$ cat config.mk
export PLATFORM = sky130hd
export DESIGN_NAME = jswd_div
export DESIGN_NICKNAME = d
export VERILOG_FILES = /design/src/hw/rtl/jacobi_sequence_with_derivatives_core_assert.svh /design/src/hw/rtl/jswd_pkg.sv /design/src/hw/rtl/jswd_div.sv
export SDC_FILE = /design/constraint.sdc
export NUM_CORES = 1
export LEC_CHECK = 0
export BUFFER_PORTS_ARGS = -buffer_cell sky130_fd_sc_hd__buf_4
export CORE_UTILIZATION = 30
export CTS_BUF_LIST = sky130_fd_sc_hd__clkbuf_16
export CTS_CLUSTER_SIZE = 14
export DETAILED_ROUTE_END_ITERATION = 12
export RECOVER_POWER = 100
export SYNTH_ARGS = -nofsm -noshare
export SYNTH_HDL_FRONTEND = slang
export SYNTH_SLANG_ARGS = --single-unit
$ cat constraint.sdc
create_clock -name clk -period 7.79 [get_ports clk]
set_clock_uncertainty 0.2 [all_clocks]
set_input_delay 0.3895 -clock clk [delete_from_list [all_inputs] [get_ports clk]]
set_output_delay 0.3895 -clock clk [all_outputs]
set_load 0.05 [all_outputs]
$ cat src/hw/rtl/jacobi_sequence_with_derivatives_core_assert.svh
// Assertion macros for the Jacobi sequence core.
// Used by the top level; expects signals clk and arst_n in scope.
`ifndef JACOBI_SEQUENCE_WITH_DERIVATIVES_CORE_ASSERT_SVH
`define JACOBI_SEQUENCE_WITH_DERIVATIVES_CORE_ASSERT_SVH
`ifndef NO_ASSERTIONS
`define JSWD_ASSERT(lbl, prop, msg) \
	lbl: assert property (@(posedge clk) disable iff (!arst_n) prop) else $error(msg);
`define JSWD_NEVER(lbl, expr, msg) \
	lbl: assert property (@(posedge clk) disable iff (!arst_n) !(expr)) else $error(msg);
`else
`define JSWD_ASSERT(lbl, prop, msg)
`define JSWD_NEVER(lbl, expr, msg)
`endif
`endif

$ cat src/hw/rtl/jswd_pkg.sv
// Shared widths, types and the sequencer micro-program of the Jacobi core.
// No dependencies.
`timescale 1ns / 1ps
package jswd_pkg;
	localparam int unsigned MAX_DEGREE_DEF = 63;
	localparam int unsigned VW = 64;
	localparam int unsigned NW = 128;
	localparam int unsigned SW = 20;
	localparam int unsigned UPC_W = 5;
	localparam logic [UPC_W-1:0] UPC_INIT = 5'd0;
	localparam logic [UPC_W-1:0] UPC_STEP = 5'd5;

	// UK_SHR: rounded shift of the accumulator, scale chosen by the b operand
	typedef enum logic [1:0] {UK_MAC, UK_DIV, UK_SHR} ukind_t;

	typedef enum logic [4:0] {
		OP_A, OP_B, OP_AMB, OP_AB512, OP_X, OP_P30, OP_128, OP_T, OP_T256, OP_T512,
		OP_K1, OP_KAB, OP_KA, OP_KB, OP_U, OP_S, OP_S2, OP_E, OP_BC, OP_C, OP_D,
		OP_PC, OP_PM, OP_DC, OP_DM, OP_EC, OP_EM
	} opsel_t;

	typedef enum logic [3:0] {
		DST_NONE, DST_U, DST_S, DST_D, DST_C, DST_E, DST_F, DST_BC, DST_P1,
		DST_PN, DST_DN, DST_EN
	} dst_t;

	typedef struct packed {
		ukind_t kind;
		opsel_t opa;
		opsel_t opb;
		logic   clr;
		logic   sub;
		dst_t   dst;
		logic   last;
	} uop_t;

	typedef struct packed {
		logic start;
		logic clr;
		logic sub;
	} mac_cmd_t;

	typedef struct packed {
		logic busy;
		logic done;
	} mac_sts_t;

	typedef struct packed {
		logic busy;
		logic done;
		logic sat;
	} div_sts_t;

	// Degree one at 0..4, one recurrence step at 5..24.
	function automatic uop_t uop_rom(input logic [UPC_W-1:0] upc);
		uop_t u;
		unique case (upc)
			5'd0:  u = '{UK_MAC, OP_A,     OP_A,    1'b1, 1'b0, DST_NONE, 1'b0};
			5'd1:  u = '{UK_MAC, OP_B,     OP_B,    1'b0, 1'b1, DST_E,    1'b0};
			5'd2:  u = '{UK_MAC, OP_AMB,   OP_P30,  1'b1, 1'b0, DST_NONE, 1'b0};
			5'd3:  u = '{UK_MAC, OP_AB512, OP_X,    1'b0, 1'b0, DST_NONE, 1'b0};
			5'd4:  u = '{UK_SHR, OP_X,     OP_128,  1'b0, 1'b0, DST_P1,   1'b1};
			5'd5:  u = '{UK_MAC, OP_T256,  OP_T512, 1'b1, 1'b0, DST_U,    1'b0};
			5'd6:  u = '{UK_MAC, OP_U,     OP_T,    1'b1, 1'b0, DST_S,    1'b0};
			5'd7:  u = '{UK_MAC, OP_K1,    OP_KAB,  1'b1, 1'b0, DST_U,    1'b0};
			5'd8:  u = '{UK_MAC, OP_U,     OP_T,    1'b1, 1'b0, DST_D,    1'b0};
			5'd9:  u = '{UK_MAC, OP_KA,    OP_KB,   1'b1, 1'b0, DST_U,    1'b0};
			5'd10: u = '{UK_MAC, OP_U,     OP_T512, 1'b1, 1'b0, DST_C,    1'b0};
			5'd11: u = '{UK_MAC, OP_T256,  OP_E,    1'b1, 1'b0, DST_F,    1'b0};
			5'd12: u = '{UK_MAC, OP_S,     OP_X,    1'b1, 1'b0, DST_NONE, 1'b0};
			5'd13: u = '{UK_SHR, OP_X,     OP_P30,  1'b0, 1'b0, DST_BC,   1'b0};
			5'd14: u = '{UK_MAC, OP_BC,    OP_PC,   1'b1, 1'b0, DST_NONE, 1'b0};
			5'd15: u = '{UK_MAC, OP_C,     OP_PM,   1'b0, 1'b1, DST_NONE, 1'b0};
			5'd16: u = '{UK_DIV, OP_X,     OP_D,    1'b0, 1'b0, DST_PN,   1'b0};
			5'd17: u = '{UK_MAC, OP_S,     OP_PC,   1'b1, 1'b0, DST_NONE, 1'b0};
			5'd18: u = '{UK_MAC, OP_BC,    OP_DC,   1'b0, 1'b0, DST_NONE, 1'b0};
			5'd19: u = '{UK_MAC, OP_C,     OP_DM,   1'b0, 1'b1, DST_NONE, 1'b0};
			5'd20: u = '{UK_DIV, OP_X,     OP_D,    1'b0, 1'b0, DST_DN,   1'b0};
			5'd21: u = '{UK_MAC, OP_S2,    OP_DC,   1'b1, 1'b0, DST_NONE, 1'b0};
			5'd22: u = '{UK_MAC, OP_BC,    OP_EC,   1'b0, 1'b0, DST_NONE, 1'b0};
			5'd23: u = '{UK_MAC, OP_C,     OP_EM,   1'b0, 1'b1, DST_NONE, 1'b0};
			5'd24: u = '{UK_DIV, OP_X,     OP_D,    1'b0, 1'b0, DST_EN,   1'b1};
			default: u = '{UK_MAC, OP_X,   OP_X,    1'b1, 1'b0, DST_NONE, 1'b1};
		endcase
		return u;
	endfunction
endpackage

$ cat src/hw/rtl/jswd_div.sv
// Restoring divider: rounded signed 128/64 quotient, one bit per cycle,
// clipped to 64 bits. Depends on jswd_pkg.
`timescale 1ns / 1ps
module jswd_div import jswd_pkg::*; (
	input  logic                 clk,
	input  logic                 arst_n,
	input  logic                 start,
	input  logic [NW-1:0]        num,
	input  logic signed [VW-1:0] den,
	output div_sts_t             sts,
	output logic signed [VW-1:0] quo
);
	localparam logic [VW-1:0] POS_MAX = {1'b0, {(VW-1){1'b1}}};
	localparam logic [VW-1:0] NEG_MAX = {1'b1, {(VW-1){1'b0}}};

	logic [NW-1:0] work_q, nm;
	logic [VW-1:0] rem_q, dm_q, dm;
	logic          neg_q, busy_q, done_q, sat_q;
	logic [7:0]    cnt_q;
	logic [VW:0]   rem_sh;
	logic          ge, ovf;
	logic [VW-1:0] lim, quo_q;

	assign nm     = num[NW-1] ? (~num + 128'd1) : num;
	assign dm     = den[VW-1] ? (~den + 64'd1) : den;
	assign rem_sh = {rem_q, work_q[NW-1]};
	assign ge     = rem_sh >= {1'b0, dm_q};
	assign lim    = neg_q ? NEG_MAX : POS_MAX;
	assign ovf    = (|work_q[NW-1:VW]) || (work_q[VW-1:0] > lim);

	always_ff @(posedge clk or negedge arst_n) begin
		if (!arst_n) begin
			busy_q <= 1'b0;
			done_q <= 1'b0;
			cnt_q  <= '0;
		end else begin
			done_q <= 1'b0;
			if (start && !busy_q) begin
				cnt_q <= '0;
				if (den == '0)
					done_q <= 1'b1;
				else
					busy_q <= 1'b1;
			end else if (busy_q) begin
				if (cnt_q[7]) begin
					busy_q <= 1'b0;
					done_q <= 1'b1;
				end else begin
					cnt_q <= cnt_q + 8'd1;
				end
			end
		end
	end

	always_ff @(posedge clk) begin
		if (start && !busy_q) begin
			neg_q  <= num[NW-1] ^ den[VW-1];
			dm_q   <= dm;
			rem_q  <= '0;
			work_q <= nm + NW'(dm >> 1);
			// zero divisor: zero stays zero, anything else clips to its sign
			if (den == '0) begin
				sat_q <= |nm;
				quo_q <= (nm == '0) ? '0 : (num[NW-1] ? NEG_MAX : POS_MAX);
			end
		end else if (busy_q) begin
			if (cnt_q[7]) begin
				sat_q <= ovf;
				quo_q <= ovf ? lim : (neg_q ? (~work_q[VW-1:0] + 64'd1) : work_q[VW-1:0]);
			end else begin
				rem_q  <= ge ? VW'(rem_sh - {1'b0, dm_q}) : rem_sh[VW-1:0];
				work_q <= {work_q[NW-2:0], ge};
			end
		end
	end

	assign quo      = quo_q;
	assign sts.busy = busy_q;
	assign sts.done = done_q;
	assign sts.sat  = sat_q;
endmodule

==> impl_metrics.toml <==
[status]
status = "finished, violations left"
violations = "max-capacitance violations, max-slew violations"

[final_layout]
finalNonFillerCells = 5558
layout-drive-gt1-share = 0.0940
multi_input_area_sq_um = 21500
syn2layout_area_growth_pct = 14.4
ff_latch_area_sq_um = 9280
fin_nets = 4512
num-fill-cells = 11200

[clock_network]
cts.path.max_buffers = 3
cts_max_level = 2
clk_pin_slew_ns = 0.06
post_cts_buffers = 0
cts_tree = "built"
cts.root.buffer_cell = "clkbuf_16"
cts_resized = 0
clk_latency_ns = 0.57
cts_buffers = 41
clkSinkCount = 332

[power]
peakVddDrop_mv = 0.187
power_leakage_nw = 13.8
switching_share = 0.430
clock_power_share = 0.198
switchingPower_mw = 4.40
p_seq_frac = 0.331
p_int_mw = 5.83
power_frac_comb = 0.471
powerDensity_nw_per_um2 = 278

[routing]
drt-total-wl_um = 134000
dr.pass1.iters = 6
drc_errors = 0
ant_nets = 0
drt_iter0_drc = 3758
viasPerCell = 5.84
wl_per_cell_um = 24.1
vias = 32500

[timing]
rsz0062_at_grt = "false"
worstMarginPinSlew_ns = 2.61
hold_viol_final = 0
fin_setup_tns_ns = 0
hold_ws_ns = 0.0303
slew_headroom = -0.741
setup_viol = 0
max_freq_mhz = 135
final_max_slew_viol_count = 431
min_period_ns = 7.42
fin_crit_sh = 0.953

[placed_design]
place_congestion = 1.03
io_buffers = 261
dpl.cell_count = 5459
dp_hpwl_um = 107000

[global_routing]
grtUsageTotal = 0.239
grt_pass1_vias = 30200
grt_pass1_wl_um = 196000
grt_max_degree = 130
antenna_found_initial = 12
overflow = 0

[synth]
yosys.area.top_type = "edfxtp_1"
yosysSeqAreaShare = 0.288
yosysTopAreaCellShare = 0.241
synth_ff_type = "edfxtp_1"
synth_cells = 3948
synth_common_cells = "449 x nand2_1, 400 x o21ai_0, 259 x xnor2_1, 258 x edfxtp_1, 215 x nor2_1"
avgSynthCellArea_sq_um = 8.15
synth_seq_cells = 332
yosysMostFrequentCell = "nand2_1"
synthTopCellsByArea = "edfxtp_1 24%, ha_1 7.3%, xnor2_1 7.0%"
syn_nets = 4333
synth_edf_count = 258
synth_cell_type_count = 100
syn_area_sq_um = 32200
async_flop_share = 0.0301
yosys_warnings = 0

[floorplan]
initial_core_util = 0.304
die_h_um = 330
core_sq_um = 106000
fp.dieArea_sq_um = 109000
die_w_um = 330
rows = 119
ioPinCount = 262

[setup_path]
r2r_slack_ns = 0.54
cp.required_ns = 7.94
path_max_fanout = 12
crit_buf_inv = 4
cp_slowest_cell = "clkbuf_1"
cp_top_family = "simple AND/OR/NAND/NOR gates"
endpoint_kind = "flip-flop"
path_class = "in2reg"
cp.arrival_ns = 7.57
crit_chain = "dlygate4sd3_1 -> clkbuf_1 -> or4_1 -> or3_1 -> or3_1 -> or3_1 -> or2_2 -> nor2_1 -> nand4_1 -> o31ai_1 -> xnor2_1 -> ha_1 -> inv_1 -> o21bai_1 -> a21oi_1 -> o21ai_0 -> a21o_1 -> a21oi_1 -> nor3_1 -> a41oi_1 -> clkbuf_1 -> nor2_1 -> a21o_1 -> a31oi_1"
crit_top_cell = "or3_1"
slowest_delay_ns = 0.67
start_kind = "input port"

[worst_hold_path]
hp-class = "in2reg"

[run]
max_cap_violations = 7
-- cell families (layout without fill, tap and decap cells) --
| family | Yosys count | in the layout | share of synthesized area |
|---|---|---|---|
| AOI/OAI and AO/OA | 1162 | 1162 | 0.232 |
| xor gates and xnor gates | 434 | 434 | 0.119 |
| adders and majority gates | 193 | 193 | 0.0753 |
| buffers and inverters | 357 | 569 | 0.0440 |
| DFF | 332 | 332 | 0.288 |
| muxes | 39 | 39 | 0.0124 |
| other | 0 | 7 | 0 |
| and+or+nand+nor | 1431 | 1431 | 0.229 |
-- sequential cells by signal, summed over array words and instances (netlist names) --
name,count
sat_q,1
quo,64
cnt_q,8
dm_q,64
busy_q,1
done_q,1
work_q,128
rem_q,64
neg_q,1
-- path summary, 6_finish.rpt --
path                        startpoint     endpoint  cells after the start
setup / recovery               den[44]  work_q[109]                     24
hold / removal                  den[5]      dm_q[5]                      2
setup reg to reg           work_q[127]    rem_q[51]                     14
hold reg to reg               cnt_q[4]     cnt_q[4]                      1
max in group asynchronous       arst_n     cnt_q[4]                      3
min in group asynchronous       arst_n       done_q                      3
-- power by group through the flow --
| stage | Combinational, mW | Clock (mW) | Sequential, mW |
|---|---|---|---|
| final | 4.81 | 2.03 | 3.38 |
| after global routing | 5.37 | 2.13 | 3.45 |
| after CTS | 4.81 | 2.07 | 3.36 |
| after detailed placement | 4.79 | 0 | 3.38 |
| after global placement | 4.73 | 0 | 3.38 |
| after floorplan | 3.48 | 0 | 3.18 |
-- per-layer routing --
metal | track usage | share of wire
met2 | 0.377 | 0.44
met5 | 0 | 0.00062
met1 | 0.321 | 0.43
met4 | 0.0848 | 0.038
met3 | 0.0490 | 0.089
-- worst reg2reg max path, cell delays in order, from the launching register on --
cell	delay (ns)
edfxtp_1	0.70
inv_1	0.11
ha_1	0.24
nor2b_1	0.13
o21a_1	0.17
o211ai_1	0.14
a21boi_0	0.37
a31oi_1	0.22
o211a_1	0.34
o21ai_0	0.51
a21oi_1	0.24
o31a_1	0.40
o31ai_1	1.95
nand2_1	0.93
o21ai_0	0.46
-- cells in the final DEF (no fill, tap or decap), types with 16 or more instances in the layout --
cell           instances
or3_1                 80
clkbuf_1              82
dfxtp_1               64
o31ai_1               94
clkbuf_16             41
or4_1                 59
o21bai_1              34
xor2_1               173
inv_1                148
nor3_1               111
xnor2_1              259
dlygate4sd3_1         16
nand2b_1              41
mux2i_1               33
ha_1                 188
edfxtp_1             258
nor2b_1               27
nand2_1              449
o21a_1                28
buf_4                242
a31oi_1               43
o41ai_1               52
nand3_1               85
a21o_1               111
nor4_1                98
and3_1                22
nor2_1               215
a21oi_1              193
or2_2                 31
nand4_1              112
o31a_1                18
o21ai_0              415
-- cell type report --
type	instances	share of cell area
multi-input cells	3259	0.583
flip-flops and latches	332	0.252
repair buffers	347	0.0639
well taps	1391	0.0473
clock buffers	41	0.0279
inverters	146	0.0150
clock inverters	35	0.0102
diodes	7	0.000476
-- per-stage QoR --
| stage | util | cell area (sq um) | setup WS, ns | power, mW |
|---|---|---|---|---|
| after floorplan | - | 32200 | 0.818 | 6.66 |
| after global placement | 0.337 | 35600 | 0.668 | 8.11 |
| after detailed placement | 0.337 | 35600 | 0.626 | 8.17 |
| after CTS | 0.351 | 37200 | 0.620 | 10.2 |
| after global routing | 0.348 | 36800 | 0.00504 | 11.0 |
| final | 0.348 | 36800 | 0.369 | 10.2 |
-- what timing repair did --
| item | 4_1_cts | 5_1_grt |
|---|---|---|
| hold buffers | 16 | 0 |
| setup endpoints to repair | 0 | 0 |
| hold endpoints to repair | 24 | 0 |
Note: power is estimated with default switching activity, not from simulation.
