**config.mk**
```make
export PLATFORM = sky130hd
export DESIGN_NAME = jswd_mac
export DESIGN_NICKNAME = d
export VERILOG_FILES = /design/src/hw/rtl/jacobi_sequence_with_derivatives_core_assert.svh /design/src/hw/rtl/jswd_pkg.sv /design/src/hw/rtl/jswd_mac.sv
export SDC_FILE = /design/constraint.sdc
export NUM_CORES = 2
export LEC_CHECK = 0
export BUFFER_PORTS_ARGS = -buffer_cell sky130_fd_sc_hd__clkbuf_2
export CORE_UTILIZATION = 40
export CTS_CLUSTER_DIAMETER = 40
export CTS_CLUSTER_SIZE = 10
export DETAILED_ROUTE_END_ITERATION = 10
export HOLD_SLACK_MARGIN = 0.03
export PLACE_DENSITY = 0.54
export SLEW_MARGIN = 20
export SYNTH_ARGS = -nofsm -noshare
export SYNTH_HDL_FRONTEND = slang
export SYNTH_SLANG_ARGS = --single-unit
```
**constraint.sdc**
```tcl
create_clock -name clk -period 13.7 [get_ports clk]
set_input_delay 2.74 -clock clk [delete_from_list [all_inputs] [get_ports clk]]
set_output_delay 2.74 -clock clk [all_outputs]
set_load 0.01 [all_outputs]
```
**src/hw/rtl/jacobi_sequence_with_derivatives_core_assert.svh**
```systemverilog
// Assertion macros for the Jacobi sequence core.
// Used by the top level; expects signals clk and arst_n in scope.
`ifndef JACOBI_SEQUENCE_WITH_DERIVATIVES_CORE_ASSERT_SVH
`define JACOBI_SEQUENCE_WITH_DERIVATIVES_CORE_ASSERT_SVH
`ifndef NO_ASSERTIONS
`define JSWD_ASSERT(lbl, prop, msg) \
	lbl: assert property (@(posedge clk) disable iff (!arst_n) prop) else $error(msg);
`define JSWD_NEVER(lbl, expr, msg) \
	lbl: assert property (@(posedge clk) disable iff (!arst_n) !(expr)) else $error(msg);
`else
`define JSWD_ASSERT(lbl, prop, msg)
`define JSWD_NEVER(lbl, expr, msg)
`endif
`endif

```
**src/hw/rtl/jswd_pkg.sv**
```systemverilog
// Shared widths, types and the sequencer micro-program of the Jacobi core.
// No dependencies.
`timescale 1ns / 1ps
package jswd_pkg;
	localparam int unsigned MAX_DEGREE_DEF = 63;
	localparam int unsigned VW = 64;
	localparam int unsigned NW = 128;
	localparam int unsigned SW = 20;
	localparam int unsigned UPC_W = 5;
	localparam logic [UPC_W-1:0] UPC_INIT = 5'd0;
	localparam logic [UPC_W-1:0] UPC_STEP = 5'd5;

	// UK_SHR: rounded shift of the accumulator, scale chosen by the b operand
	typedef enum logic [1:0] {UK_MAC, UK_DIV, UK_SHR} ukind_t;

	typedef enum logic [4:0] {
		OP_A, OP_B, OP_AMB, OP_AB512, OP_X, OP_P30, OP_128, OP_T, OP_T256, OP_T512,
		OP_K1, OP_KAB, OP_KA, OP_KB, OP_U, OP_S, OP_S2, OP_E, OP_BC, OP_C, OP_D,
		OP_PC, OP_PM, OP_DC, OP_DM, OP_EC, OP_EM
	} opsel_t;

	typedef enum logic [3:0] {
		DST_NONE, DST_U, DST_S, DST_D, DST_C, DST_E, DST_F, DST_BC, DST_P1,
		DST_PN, DST_DN, DST_EN
	} dst_t;

	typedef struct packed {
		ukind_t kind;
		opsel_t opa;
		opsel_t opb;
		logic   clr;
		logic   sub;
		dst_t   dst;
		logic   last;
	} uop_t;

	typedef struct packed {
		logic start;
		logic clr;
		logic sub;
	} mac_cmd_t;

	typedef struct packed {
		logic busy;
		logic done;
	} mac_sts_t;

	typedef struct packed {
		logic busy;
		logic done;
		logic sat;
	} div_sts_t;

	// Degree one at 0..4, one recurrence step at 5..24.
	function automatic uop_t uop_rom(input logic [UPC_W-1:0] upc);
		uop_t u;
		unique case (upc)
			5'd0:  u = '{UK_MAC, OP_A,     OP_A,    1'b1, 1'b0, DST_NONE, 1'b0};
			5'd1:  u = '{UK_MAC, OP_B,     OP_B,    1'b0, 1'b1, DST_E,    1'b0};
			5'd2:  u = '{UK_MAC, OP_AMB,   OP_P30,  1'b1, 1'b0, DST_NONE, 1'b0};
			5'd3:  u = '{UK_MAC, OP_AB512, OP_X,    1'b0, 1'b0, DST_NONE, 1'b0};
			5'd4:  u = '{UK_SHR, OP_X,     OP_128,  1'b0, 1'b0, DST_P1,   1'b1};
			5'd5:  u = '{UK_MAC, OP_T256,  OP_T512, 1'b1, 1'b0, DST_U,    1'b0};
			5'd6:  u = '{UK_MAC, OP_U,     OP_T,    1'b1, 1'b0, DST_S,    1'b0};
			5'd7:  u = '{UK_MAC, OP_K1,    OP_KAB,  1'b1, 1'b0, DST_U,    1'b0};
			5'd8:  u = '{UK_MAC, OP_U,     OP_T,    1'b1, 1'b0, DST_D,    1'b0};
			5'd9:  u = '{UK_MAC, OP_KA,    OP_KB,   1'b1, 1'b0, DST_U,    1'b0};
			5'd10: u = '{UK_MAC, OP_U,     OP_T512, 1'b1, 1'b0, DST_C,    1'b0};
			5'd11: u = '{UK_MAC, OP_T256,  OP_E,    1'b1, 1'b0, DST_F,    1'b0};
			5'd12: u = '{UK_MAC, OP_S,     OP_X,    1'b1, 1'b0, DST_NONE, 1'b0};
			5'd13: u = '{UK_SHR, OP_X,     OP_P30,  1'b0, 1'b0, DST_BC,   1'b0};
			5'd14: u = '{UK_MAC, OP_BC,    OP_PC,   1'b1, 1'b0, DST_NONE, 1'b0};
			5'd15: u = '{UK_MAC, OP_C,     OP_PM,   1'b0, 1'b1, DST_NONE, 1'b0};
			5'd16: u = '{UK_DIV, OP_X,     OP_D,    1'b0, 1'b0, DST_PN,   1'b0};
			5'd17: u = '{UK_MAC, OP_S,     OP_PC,   1'b1, 1'b0, DST_NONE, 1'b0};
			5'd18: u = '{UK_MAC, OP_BC,    OP_DC,   1'b0, 1'b0, DST_NONE, 1'b0};
			5'd19: u = '{UK_MAC, OP_C,     OP_DM,   1'b0, 1'b1, DST_NONE, 1'b0};
			5'd20: u = '{UK_DIV, OP_X,     OP_D,    1'b0, 1'b0, DST_DN,   1'b0};
			5'd21: u = '{UK_MAC, OP_S2,    OP_DC,   1'b1, 1'b0, DST_NONE, 1'b0};
			5'd22: u = '{UK_MAC, OP_BC,    OP_EC,   1'b0, 1'b0, DST_NONE, 1'b0};
			5'd23: u = '{UK_MAC, OP_C,     OP_EM,   1'b0, 1'b1, DST_NONE, 1'b0};
			5'd24: u = '{UK_DIV, OP_X,     OP_D,    1'b0, 1'b0, DST_EN,   1'b1};
			default: u = '{UK_MAC, OP_X,   OP_X,    1'b1, 1'b0, DST_NONE, 1'b1};
		endcase
		return u;
	endfunction
endpackage

```
**src/hw/rtl/jswd_mac.sv**
```systemverilog
// Multiply-accumulate unit: 64x64 signed product into a 128-bit accumulator
// through one 32x32 multiplier by partial products. Depends on jswd_pkg.
`timescale 1ns / 1ps
module jswd_mac import jswd_pkg::*; (
	input  logic                 clk,
	input  logic                 arst_n,
	input  mac_cmd_t             cmd,
	input  logic signed [VW-1:0] op_a,
	input  logic signed [VW-1:0] op_b,
	output mac_sts_t             sts,
	output logic [NW-1:0]        acc
);
	logic [VW-1:0] ma_q, mb_q;
	logic          neg_q;
	logic [2:0]    cnt_q;
	logic          busy_q, done_q;
	logic [63:0]   pp_s1;
	logic [1:0]    sh_s1;
	logic [NW-1:0] acc_q;
	logic [31:0]   ha, hb;
	logic [NW-1:0] ext;

	assign ha  = cnt_q[1] ? ma_q[63:32] : ma_q[31:0];
	assign hb  = cnt_q[0] ? mb_q[63:32] : mb_q[31:0];
	assign ext = NW'(pp_s1) << {sh_s1, 5'b0};

	always_ff @(posedge clk or negedge arst_n) begin
		if (!arst_n) begin
			busy_q <= 1'b0;
			done_q <= 1'b0;
			cnt_q  <= '0;
		end else begin
			done_q <= 1'b0;
			if (cmd.start && !busy_q) begin
				busy_q <= 1'b1;
				cnt_q  <= '0;
			end else if (busy_q) begin
				cnt_q <= cnt_q + 3'd1;
				if (cnt_q == 3'd4) begin
					busy_q <= 1'b0;
					done_q <= 1'b1;
				end
			end
		end
	end

	// Four partial products, each added or subtracted in the next cycle
	always_ff @(posedge clk) begin
		if (cmd.start && !busy_q) begin
			ma_q  <= op_a[VW-1] ? (~op_a + 64'd1) : op_a;
			mb_q  <= op_b[VW-1] ? (~op_b + 64'd1) : op_b;
			neg_q <= op_a[VW-1] ^ op_b[VW-1] ^ cmd.sub;
			if (cmd.clr)
				acc_q <= '0;
		end else if (busy_q) begin
			if (cnt_q != 3'd4) begin
				pp_s1 <= ha * hb;
				sh_s1 <= {1'b0, cnt_q[1]} + {1'b0, cnt_q[0]};
			end
			if (cnt_q != 3'd0)
				acc_q <= neg_q ? (acc_q - ext) : (acc_q + ext);
		end
	end

	assign acc      = acc_q;
	assign sts.busy = busy_q;
	assign sts.done = done_q;
endmodule

```
==> impl_metrics.xml <==
<?xml version="1.0" encoding="UTF-8"?>
<metrics>
  <group name="cts">
    <metric name="cts_buffer_depth" unit="">3</metric>
    <metric name="clkSlewWorstSetupHoldPaths" unit="ps">50</metric>
    <metric name="clock_insertion_delay_worst_skew" unit="ps">700</metric>
    <metric name="post_cts_hold_buffer_count" unit="">0</metric>
    <metric name="numCtsBuffers" unit="">71</metric>
    <metric name="cts_tree" unit="">yes</metric>
    <metric name="cts_repair_resize_count" unit="">0</metric>
    <metric name="cts_setup_buffers" unit="">0</metric>
    <metric name="cts-htree-levels" unit="">3</metric>
    <metric name="cts-root-buf" unit="">clkbuf_16</metric>
    <metric name="clock_sink_count" unit="">328</metric>
  </group>
  <group name="floorplan">
    <metric name="die_height" unit="um">388</metric>
    <metric name="floorplan.initialDensity" unit="%">40.3</metric>
    <metric name="fp-row-count" unit="">141</metric>
    <metric name="io_pins" unit="">263</metric>
    <metric name="fp.dieArea" unit="sq mm">0.150</metric>
    <metric name="core_region_area" unit="sq mm">0.148</metric>
    <metric name="die_width" unit="um">388</metric>
  </group>
  <group name="final_layout">
    <metric name="finish.instance_area" unit="sq mm">0.0655</metric>
    <metric name="final_nets" unit="">8305</metric>
    <metric name="antenna-diode-count" unit="">0</metric>
    <metric name="most-common-layout-cells" unit="">inv_1 (969), nor2_1 (947), fa_1 (897)</metric>
    <metric name="drive_gt1_share" unit="%">9.43</metric>
    <metric name="layout.core_utilization" unit="%">44.4</metric>
    <metric name="layout.area.seq" unit="sq mm">0.00983</metric>
    <metric name="multi_input_gate_area" unit="sq mm">0.0450</metric>
    <metric name="area_growth" unit="%">10.1</metric>
    <metric name="instances_no_fill" unit="">8866</metric>
    <metric name="final_common_cell" unit="">inv_1</metric>
    <metric name="final.fill_count" unit="">14604</metric>
  </group>
  <group name="yosys">
    <metric name="netlist_instances" unit="">6800</metric>
    <metric name="yosysSeqAreaShare" unit="%">16.5</metric>
    <metric name="postSynthRegisterBits" unit="">328</metric>
    <metric name="post_synth_instance_area" unit="sq mm">0.0595</metric>
    <metric name="synth_edf_count" unit="">323</metric>
    <metric name="synthFlopType" unit="">edfxtp_1</metric>
    <metric name="synth_fp_nets" unit="">8225</metric>
    <metric name="ys_async_sr_fraction" unit="%">1.52</metric>
    <metric name="synth.distinct_cells" unit="">78</metric>
    <metric name="ys.warnings.count" unit="">0</metric>
    <metric name="postSynthAreaPerCell" unit="sq um">8.75</metric>
  </group>
  <group name="grt">
    <metric name="remaining_global_route_overflow" unit="">0</metric>
    <metric name="grt_start_max_net_pins" unit="">104</metric>
    <metric name="number_of_antenna_violations_at_the_first_check_in_global_routing" unit="">3</metric>
    <metric name="grt_pass1_vias" unit="">51271</metric>
    <metric name="total_routing_usage_gr" unit="%">29.8</metric>
    <metric name="grt_first_pass_wirelength" unit="mm">332</metric>
  </group>
  <group name="worst_setup_path">
    <metric name="setup.worst_path.class" unit="">reg2reg</metric>
    <metric name="critical_path.max_fanout" unit="">56</metric>
    <metric name="critPathCaptureType" unit="">flop</metric>
    <metric name="rr_worst_depth" unit="">27</metric>
    <metric name="reg2reg_setup_slack" unit="ps">3390</metric>
    <metric name="cp-endpoint" unit="">pp_s1[57]$_DFFE_PP_</metric>
    <metric name="r2r-end" unit="">pp_s1[57]$_DFFE_PP_</metric>
    <metric name="cp.arrival" unit="ps">10740</metric>
    <metric name="r2r-start" unit="">cnt_q[1]$_DFFE_PN0P_</metric>
    <metric name="critPathLaunch" unit="">cnt_q[1]$_DFFE_PN0P_</metric>
    <metric name="start_kind" unit="">flop</metric>
    <metric name="critPathRequiredTime" unit="ps">14130</metric>
  </group>
  <group name="timing">
    <metric name="finalCriticalPeriod" unit="ps">10310</metric>
    <metric name="rsz0062_at_grt" unit="">false</metric>
    <metric name="max_slew_violation_count" unit="">0</metric>
    <metric name="tightestPinTransition" unit="ps">1140</metric>
    <metric name="fin_tns_setup" unit="ps">0</metric>
    <metric name="fin_skew" unit="ps">45.2</metric>
    <metric name="timing.final.hold_violations" unit="">0</metric>
    <metric name="report.final.setup_viol" unit="">0</metric>
    <metric name="slew-limit-headroom" unit="%">22.0</metric>
    <metric name="period_share" unit="%">75.3</metric>
    <metric name="fmax" unit="GHz">0.0970</metric>
  </group>
  <group name="detailed_routing">
    <metric name="wl" unit="mm">226</metric>
    <metric name="via_per_inst" unit="">5.68</metric>
    <metric name="detail_route.iter0.violations" unit="">4142</metric>
    <metric name="drt.antenna.violating_nets" unit="">0</metric>
    <metric name="drtPass1Iterations" unit="">5</metric>
    <metric name="detail_route.wl_per_cell" unit="um">25.5</metric>
    <metric name="vias" unit="">50375</metric>
    <metric name="drc_violations_left" unit="">0</metric>
  </group>
  <group name="min_path">
    <metric name="worst_hold_check_path_type" unit="">reg2reg</metric>
    <metric name="min_path_cells" unit="">1</metric>
  </group>
  <group name="placement">
    <metric name="port-buffer-count" unit="">262</metric>
    <metric name="placed_instance_area" unit="sq mm">0.0629</metric>
    <metric name="placedCellCount" unit="">8737</metric>
    <metric name="finalWeightedCongestion" unit="">1.01</metric>
    <metric name="hpwl" unit="mm">179</metric>
  </group>
  <group name="run">
    <metric name="maxCapViolCount" unit="">0</metric>
  </group>
  <group name="run_status">
    <metric name="outcome" unit="">complete, no violations</metric>
  </group>
</metrics>
==> metrics by stage <==
step	setup slack [ps]	hold slack [ps]
finish	3390	674
detailed placement	3450	657
floorplan	3800	546
global route	3090	708
CTS	3440	673
global placement	3640	654
==> worst max-delay path, stage by stage, from the launching register on <==
cell      delay, ps
dfrtp_4         560
buf_4           770
mux2i_4        1030
nor2_1          150
fa_1            590
inv_1            50
fa_1            490
fa_1            470
fa_1            560
inv_1            60
fa_1            480
fa_1            500
fa_1            490
inv_1            50
fa_1            470
inv_1            50
ha_1            430
a21o_1          260
a21o_1          180
a21o_1          220
a21oi_1         220
o22ai_1         130
nor3_1          590
o21bai_1        280
nor4bb_1        220
nor4_1          370
o31ai_1         140
xor2_1          170
==> registers in the layout, summed over array words and instances (netlist names) <==
signal / cells
acc: 128
busy_q: 1
cnt_q: 3
done_q: 1
ma_q: 64
mb_q: 64
neg_q: 1
pp_s1: 64
sh_s1: 2
==> logic make-up after synthesis <==
family	after synthesis	share of synthesized area, %
adder cells (fa/ha/maj)	1292	38.5
buffers and inverters	1320	8.35
AND/OR/NAND/NOR	2203	16.1
multiplexers	167	2.97
XOR/XNOR	387	5.70
AO/OA/AOI/OAI	1103	11.9
flip-flops	328	16.5
==> layer usage <==
layer	vias up	part of all wire, %	GRT usage, %	wire length, um
met5	-	0.0084	0	19
met4	2	5.6	15.1	12700
met3	524	8.4	6.24	18900
met2	2330	47	48.9	105000
met1	25141	39	37.1	89200
li1	22378	-	-	-
==> Yosys cell counts (all sizes together), types with 8 or more instances <==
master	instances	area, sq um
o21bai	56	420
o21a	39	293
mux2i	91	911
a41oi	9	78.8
and4	12	105
o211ai	27	203
o31ai	56	435
nand3	65	325
or3	46	298
o41ai	19	166
a211oi	19	143
xnor2	285	2500
nor3	99	500
mux2	76	856
and3	25	156
buf	45	183
a21boi	16	120
nor2b	30	188
o22a	9	78.8
a31oi	61	382
fa	897	18000
a22o	15	131
xor2	102	893
nor2	948	3560
inv	970	3640
a22oi	26	195
o22ai	12	75.1
a21o	125	938
a21oi	327	1640
nor3b	15	113
o21ai	212	1060
a221oi	8	70.1
edfxtp	323	9700
ha	395	4940
nand2b	46	318
and2	32	200
clkbuf	304	1140
nand4	81	513
nand2	716	2690
or4	21	165
or2	24	150
nor4	30	188
==> worst min path at each step <==
stage | to | start | slack, ps
after CTS | cnt_q[2]$_DFFE_PN0P_ | cnt_q[2]$_DFFE_PN0P_ | 670
after global routing | cnt_q[2]$_DFFE_PN0P_ | cnt_q[2]$_DFFE_PN0P_ | 710
final | cnt_q[2]$_DFFE_PN0P_ | cnt_q[2]$_DFFE_PN0P_ | 670
after detailed placement | cnt_q[2]$_DFFE_PN0P_ | cnt_q[2]$_DFFE_PN0P_ | 660
after global placement | cnt_q[2]$_DFFE_PN0P_ | cnt_q[2]$_DFFE_PN0P_ | 650
after floorplan | cnt_q[2]$_DFFE_PN0P_ | cnt_q[2]$_DFFE_PN0P_ | 550
==> layout make-up <==
type	count	share of cell area, %
well taps	1930	3.69
clock inverters	53	1.20
flip-flops and latches	328	15.0
clock buffers	76	2.74
repair buffers	356	3.08
multi-input cells	5152	68.7
inverters	971	5.57
Power is not shown: default switching activity piles up to over one toggle a cycle in this logic, so the estimate is an artifact.
